==> config.mk <==
export PLATFORM = sky130hd
export DESIGN_NAME = pcbs_ctrl
export DESIGN_NICKNAME = d
export VERILOG_FILES = /design/src/rtl/pcbs_pkg.sv /design/src/rtl/pcbs_ctrl.sv
export SDC_FILE = /design/constraint.sdc
export NUM_CORES = 1
export LEC_CHECK = 0
export BUFFER_PORTS_ARGS = -buffer_cell sky130_fd_sc_hd__buf_2
export CAP_MARGIN = 15
export CORE_AREA = 2 2 39 41
export DETAILED_ROUTE_END_ITERATION = 8
export DIE_AREA = 0 0 41 43
export PLACE_DENSITY = 0.7
export SKIP_LAST_GASP = 1
export SYNTH_ARGS = -nofsm -noshare
export SYNTH_HDL_FRONTEND = slang
export SYNTH_SLANG_ARGS = --single-unit
==> constraint.sdc <==
create_clock -name clk -period 0.95 [get_ports clk]
set_input_delay 0 -clock clk [delete_from_list [all_inputs] [get_ports clk]]
set_output_delay 0 -clock clk [all_outputs]
set_load 0.02 [all_outputs]
==> src/rtl/pcbs_pkg.sv <==
// ---------------------------------------------------------------------------
// pcbs_pkg
// Shared types and constants for the per-class box suppression block.
// ---------------------------------------------------------------------------
package pcbs_pkg;

  localparam logic [6:0] MAX_RESULTS = 7'd64;

  // Register indexes on the configuration port
  localparam logic REG_IOU_THRESHOLD = 1'b0;
  localparam logic REG_KEEP_COUNT    = 1'b1;

  typedef struct packed {
    logic [15:0] center_x;
    logic [15:0] center_y;
    logic [15:0] box_width;
    logic [15:0] box_height;
    logic [7:0]  class_id;
    logic [15:0] score;
    logic        last_in;
  } in_item_t;

  typedef struct packed {
    logic [15:0] out_center_x;
    logic [15:0] out_center_y;
    logic [15:0] out_width;
    logic [15:0] out_height;
    logic [7:0]  out_class;
    logic [15:0] out_score;
    logic        last_out;
    logic        empty_res;
    logic        overflow;
  } out_item_t;

  // One stored detection
  typedef struct packed {
    logic [15:0] cx;
    logic [15:0] cy;
    logic [15:0] w;
    logic [15:0] h;
    logic [7:0]  cls;
    logic [15:0] score;
  } entry_t;

  // Commands from the controller to the datapath
  typedef struct packed {
    logic store;
    logic sup_init;
    logic i_next;
    logic j_set;
    logic j_inc;
    logic cap_i;
    logic stage1;
    logic stage2;
    logic stage3;
    logic zero_i;
    logic zero_j;
    logic e_init;
    logic e_take;
    logic e_fin;
  } cmd_t;

  // Status from the datapath to the controller
  typedef struct packed {
    logic i_last;
    logic j_last;
    logic a_zero;
    logic pair_ok;
    logic hit;
    logic lose_i;
    logic e_none;
    logic e_done;
  } sts_t;

endpackage

==> src/rtl/pcbs_ctrl.sv <==
// ---------------------------------------------------------------------------
// pcbs_ctrl
// Controller: sequences load, pairwise suppression and survivor output.
// ---------------------------------------------------------------------------
module pcbs_ctrl
  import pcbs_pkg::*;
(
  input  logic clk,
  input  logic rst_n,
  input  logic start,
  input  logic last_in,
  input  sts_t sts,
  output cmd_t cmd,
  output logic busy
);

  typedef enum logic [3:0] {
    S_LOAD, S_I_START, S_I_LOAD, S_J_CHK, S_J_WAIT,
    S_M1, S_M2, S_CMP, S_E_WAIT, S_E_RD, S_E_FIN
  } state_t;

  state_t state_r, state_nxt;

  always_comb begin
    state_nxt = state_r;
    cmd       = '0;
    case (state_r)
      S_LOAD: begin
        if (start) begin
          cmd.store = 1'b1;
          if (last_in) begin
            cmd.sup_init = 1'b1;
            state_nxt    = S_I_START;
          end
        end
      end
      S_I_START: begin
        if (sts.i_last) begin
          cmd.e_init = 1'b1;
          state_nxt  = sts.e_none ? S_E_FIN : S_E_WAIT;
        end else begin
          cmd.j_set = 1'b1;
          state_nxt = S_I_LOAD;
        end
      end
      S_I_LOAD: begin
        cmd.cap_i = 1'b1;
        if (sts.a_zero) begin
          cmd.i_next = 1'b1;
          state_nxt  = S_I_START;
        end else begin
          state_nxt = S_J_CHK;
        end
      end
      S_J_CHK: begin
        if (sts.pair_ok) begin
          cmd.stage1 = 1'b1;
          state_nxt  = S_M1;
        end else if (sts.j_last) begin
          cmd.i_next = 1'b1;
          state_nxt  = S_I_START;
        end else begin
          cmd.j_inc = 1'b1;
          state_nxt = S_J_WAIT;
        end
      end
      S_J_WAIT: state_nxt = S_J_CHK;
      S_M1: begin
        cmd.stage2 = 1'b1;
        state_nxt  = S_M2;
      end
      S_M2: begin
        cmd.stage3 = 1'b1;
        state_nxt  = S_CMP;
      end
      S_CMP: begin
        // Drop the lower score; an erased i ends its row
        if (sts.hit && sts.lose_i) begin
          cmd.zero_i = 1'b1;
          cmd.i_next = 1'b1;
          state_nxt  = S_I_START;
        end else begin
          cmd.zero_j = sts.hit;
          if (sts.j_last) begin
            cmd.i_next = 1'b1;
            state_nxt  = S_I_START;
          end else begin
            cmd.j_inc = 1'b1;
            state_nxt = S_J_WAIT;
          end
        end
      end
      S_E_WAIT: state_nxt = S_E_RD;
      S_E_RD: begin
        cmd.e_take = 1'b1;
        state_nxt  = sts.e_done ? S_E_FIN : S_E_WAIT;
      end
      S_E_FIN: begin
        cmd.e_fin = 1'b1;
        state_nxt = S_LOAD;
      end
      default: state_nxt = S_LOAD;
    endcase
  end

  always_ff @(posedge clk) begin
    if (!rst_n) begin
      state_r <= S_LOAD;
    end else begin
      state_r <= state_nxt;
    end
  end

  assign busy = (state_r != S_LOAD);

  a_one_erase: assert property (@(posedge clk) disable iff (!rst_n)
    !(cmd.zero_i && cmd.zero_j))
    else $error("both boxes of a pair erased");

  a_store_idle: assert property (@(posedge clk) disable iff (!rst_n)
    cmd.store |-> !busy)
    else $error("item stored while busy");

  a_busy_end: assert property (@(posedge clk) disable iff (!rst_n)
    $fell(busy) |-> $past(state_r == S_E_FIN))
    else $error("set ended without output");

endmodule

==> impl_metrics.tcl <==
set metrics [dict create \
    syn-num-nets 74 \
    viasPerCell 4.97 \
    drtIter0Drc 5 \
    dp_cells 112 \
    max_freq_ghz 0.798 \
    largest_reg_flops 4 \
    place.port_buffers 26 \
    clkSinkCount 4 \
    synth_mux_area_frac 0.0232 \
    gr-usage-all-layers 0.213 \
    overflow 0 \
    clk_latency_ns 0.23 \
    finalSetupTns_ns -4.24 \
    finalCoreUtilization 0.749 \
    gp_congestion 0.770 \
    cts_inserted_buffers 3 \
    hp-class "primary input to flop" \
    rows 14 \
    vdd_drop_max_mv 0.547 \
    regMostFlops "state_r" \
    die_y_um 43 \
    synth_area_um2 432 \
    start_util 0.312 \
    endpoint_kind "primary output" \
    critPathLaunchType "flop" \
    h-tree-depth 1 \
    skew_ns 0.00385 \
    synth_edf_count 0 \
    syn_area_per_cell_um2 6.96 \
    synth_top_family_by_area "simple AND/OR/NAND/NOR gates" \
    wire_per_inst_um 13.1 \
    setup_ws_ns -0.302 \
    grt_pass1_vias 638 \
    period_needed_ns 1.25 \
    clockBufferDepth 2 \
    holdBufCountCts 0 \
    area_growth_pct 140 \
    dieArea_um2 1760 \
    rsz0062_at_grt "yes" \
    yosysUniqueCellTypes 30 \
    tightestPinTransition_ns 0.259 \
    p_leak_nw 0.484 \
    boundaryPins 27 \
    n_antenna_cell 0 \
    setup_viol 19 \
    outcome "complete, but fails checks" \
    period_share 1.32 \
    nets 124 \
    synth_compound_area_frac 0.168 \
    synth-adder-area-share 0 \
    n_fill_cell 99 \
    hold_viol 0 \
    antenna_found_initial 0 \
    route.detailed.drc 0 \
    slew_viol_final 0 \
    violations "setup timing" \
    hpwlAfterDp_mm 1.01 \
    cts_tree "built" \
    synthXorXnorAreaFrac 0 \
    synth-simple-area-share 0.530 \
    drtAntennaViolNets 0 \
    drive_gt1_frac 0.764 \
    criticalPathCategory "flop to primary output" \
    reg_top3 "state_r: 4 flops" \
    stdcell_count 126 \
    coreArea_um2 1380 \
    ys_warn_count 0 \
    synth-seq-cells 4 \
    power_mw 0.772 \
    route.vias.total 626 \
    critPathMaxFanout 7 \
    cp.required_ns 0.95 \
    relSlewSlack 0.826 \
    timing.max_cap.violations 0 \
    cts_root_buf "clkbuf_4" \
    async_reset_ff_frac 0 \
    grt_max_degree 8 \
    totalWireLength_mm 1.65 \
    clk_pin_slew_ns 0.04 \
    die_width_um 41 \
    ys.flop_type "dfxtp_1" \
    grt_pass1_wl_mm 2.59 \
    powerDensity_nw_per_um2 745 \
    crit_arrival_ns 1.25 \
    synth_seq_area_share 0.186 \
    synthCells 62 \
    dr.pass1.iters 3 \
]
## per-layer routing
| layer | routed length (um) | global-route usage | part of all wire |
|---|---|---|---|
| met5 | 0 | 0 | 0 |
| met4 | 25 | 0.140 | 0.015 |
| met3 | 53 | 0.0628 | 0.032 |
| met2 | 945 | 0.334 | 0.57 |
| met1 | 627 | 0.231 | 0.38 |
## worst paths after layout
path                            startpoint          to  slack (ns)  depth (start not counted)
worst max-delay path            state_r[2]      cmd[9]       -0.30                          3
worst min-delay path                 rst_n  state_r[2]        0.01                          3
worst max register to register  state_r[2]  state_r[1]       -0.20                          5
worst min register to register  state_r[3]  state_r[2]        0.60                          2
## synthesized netlist by cell type (2+ instances only)
| cell | number | share of area |
|---|---|---|
| inv_1 | 2 | 0.017 |
| dfxtp_1 | 4 | 0.19 |
| nor3b_1 | 2 | 0.035 |
| nand2b_1 | 5 | 0.072 |
| buf_2 | 2 | 0.023 |
| o21ai_1 | 3 | 0.035 |
| nor2_1 | 8 | 0.070 |
| nand2_1 | 6 | 0.052 |
| nor2b_1 | 3 | 0.043 |
| nor3_1 | 3 | 0.035 |
| and2_1 | 2 | 0.029 |
| nand3_1 | 3 | 0.035 |
| a211oi_1 | 2 | 0.035 |
## cells in the final DEF (no fill, tap or decap), types with 2 or more instances in the layout
cell type,instances
nand2_1,4
o21ai_1,3
and2_1,2
buf_2,11
buf_6,22
and3_4,2
nor2_1,4
nand2b_1,4
buf_4,17
and3b_2,2
nor2_4,3
clkbuf_4,3
dfxtp_4,4
nor2b_1,2
nand3_2,2
nor4_4,2
a211oi_2,2
## through the flow
step | cell area, um2 | setup WS [ns] | hold slack (ns)
floorplan | 573 | -0.0601 | 0.0377
global placement | 762 | -0.127 | 0.254
detailed placement | 762 | -0.138 | 0.257
CTS | 957 | -0.297 | 0.0117
global route | 1040 | -0.353 | 0.0120
finish | 1040 | -0.302 | 0.0139
## critical path: stages (launching register included)
cell     delay, ns
dfxtp_4       0.43
mux2i_4       0.25
and3b_2       0.21
buf_6         0.11
## layout make-up
cell class	count	area, um2	area share
inverters	2	7.51	0.00725
repair buffers	50	430	0.415
well taps	16	20.0	0.0193
multi-input cells	51	460	0.444
clock buffers	3	22.5	0.0217
flip-flops and latches	4	95.1	0.0918
## cells by family (layout without fill, tap and decap cells)
| logic type | after synthesis | after routing |
|---|---|---|
| AOI/OAI and AO/OA | 10 | 10 |
| muxes | 1 | 1 |
| DFF | 4 | 4 |
| buffers and inverters | 7 | 55 |
| and+or+nand+nor | 40 | 40 |
## power by group
group	switching, mW	total, mW	internal [mW]
Combinational	0.175	0.375	0.200
Sequential	0.0140	0.184	0.170
Clock	0.0711	0.213	0.141
Total	0.260	0.772	0.512
## repair_timing
action / CTS / global route
setup endpoints to repair: 19 / 19
resized for setup: 34 / 17
gates cloned: 0 / 0
pin swaps: 12 / 7
hold endpoints to repair: 0 / 0
setup buffers: 9 / 2
Note: power is estimated with default switching activity, not from simulation.
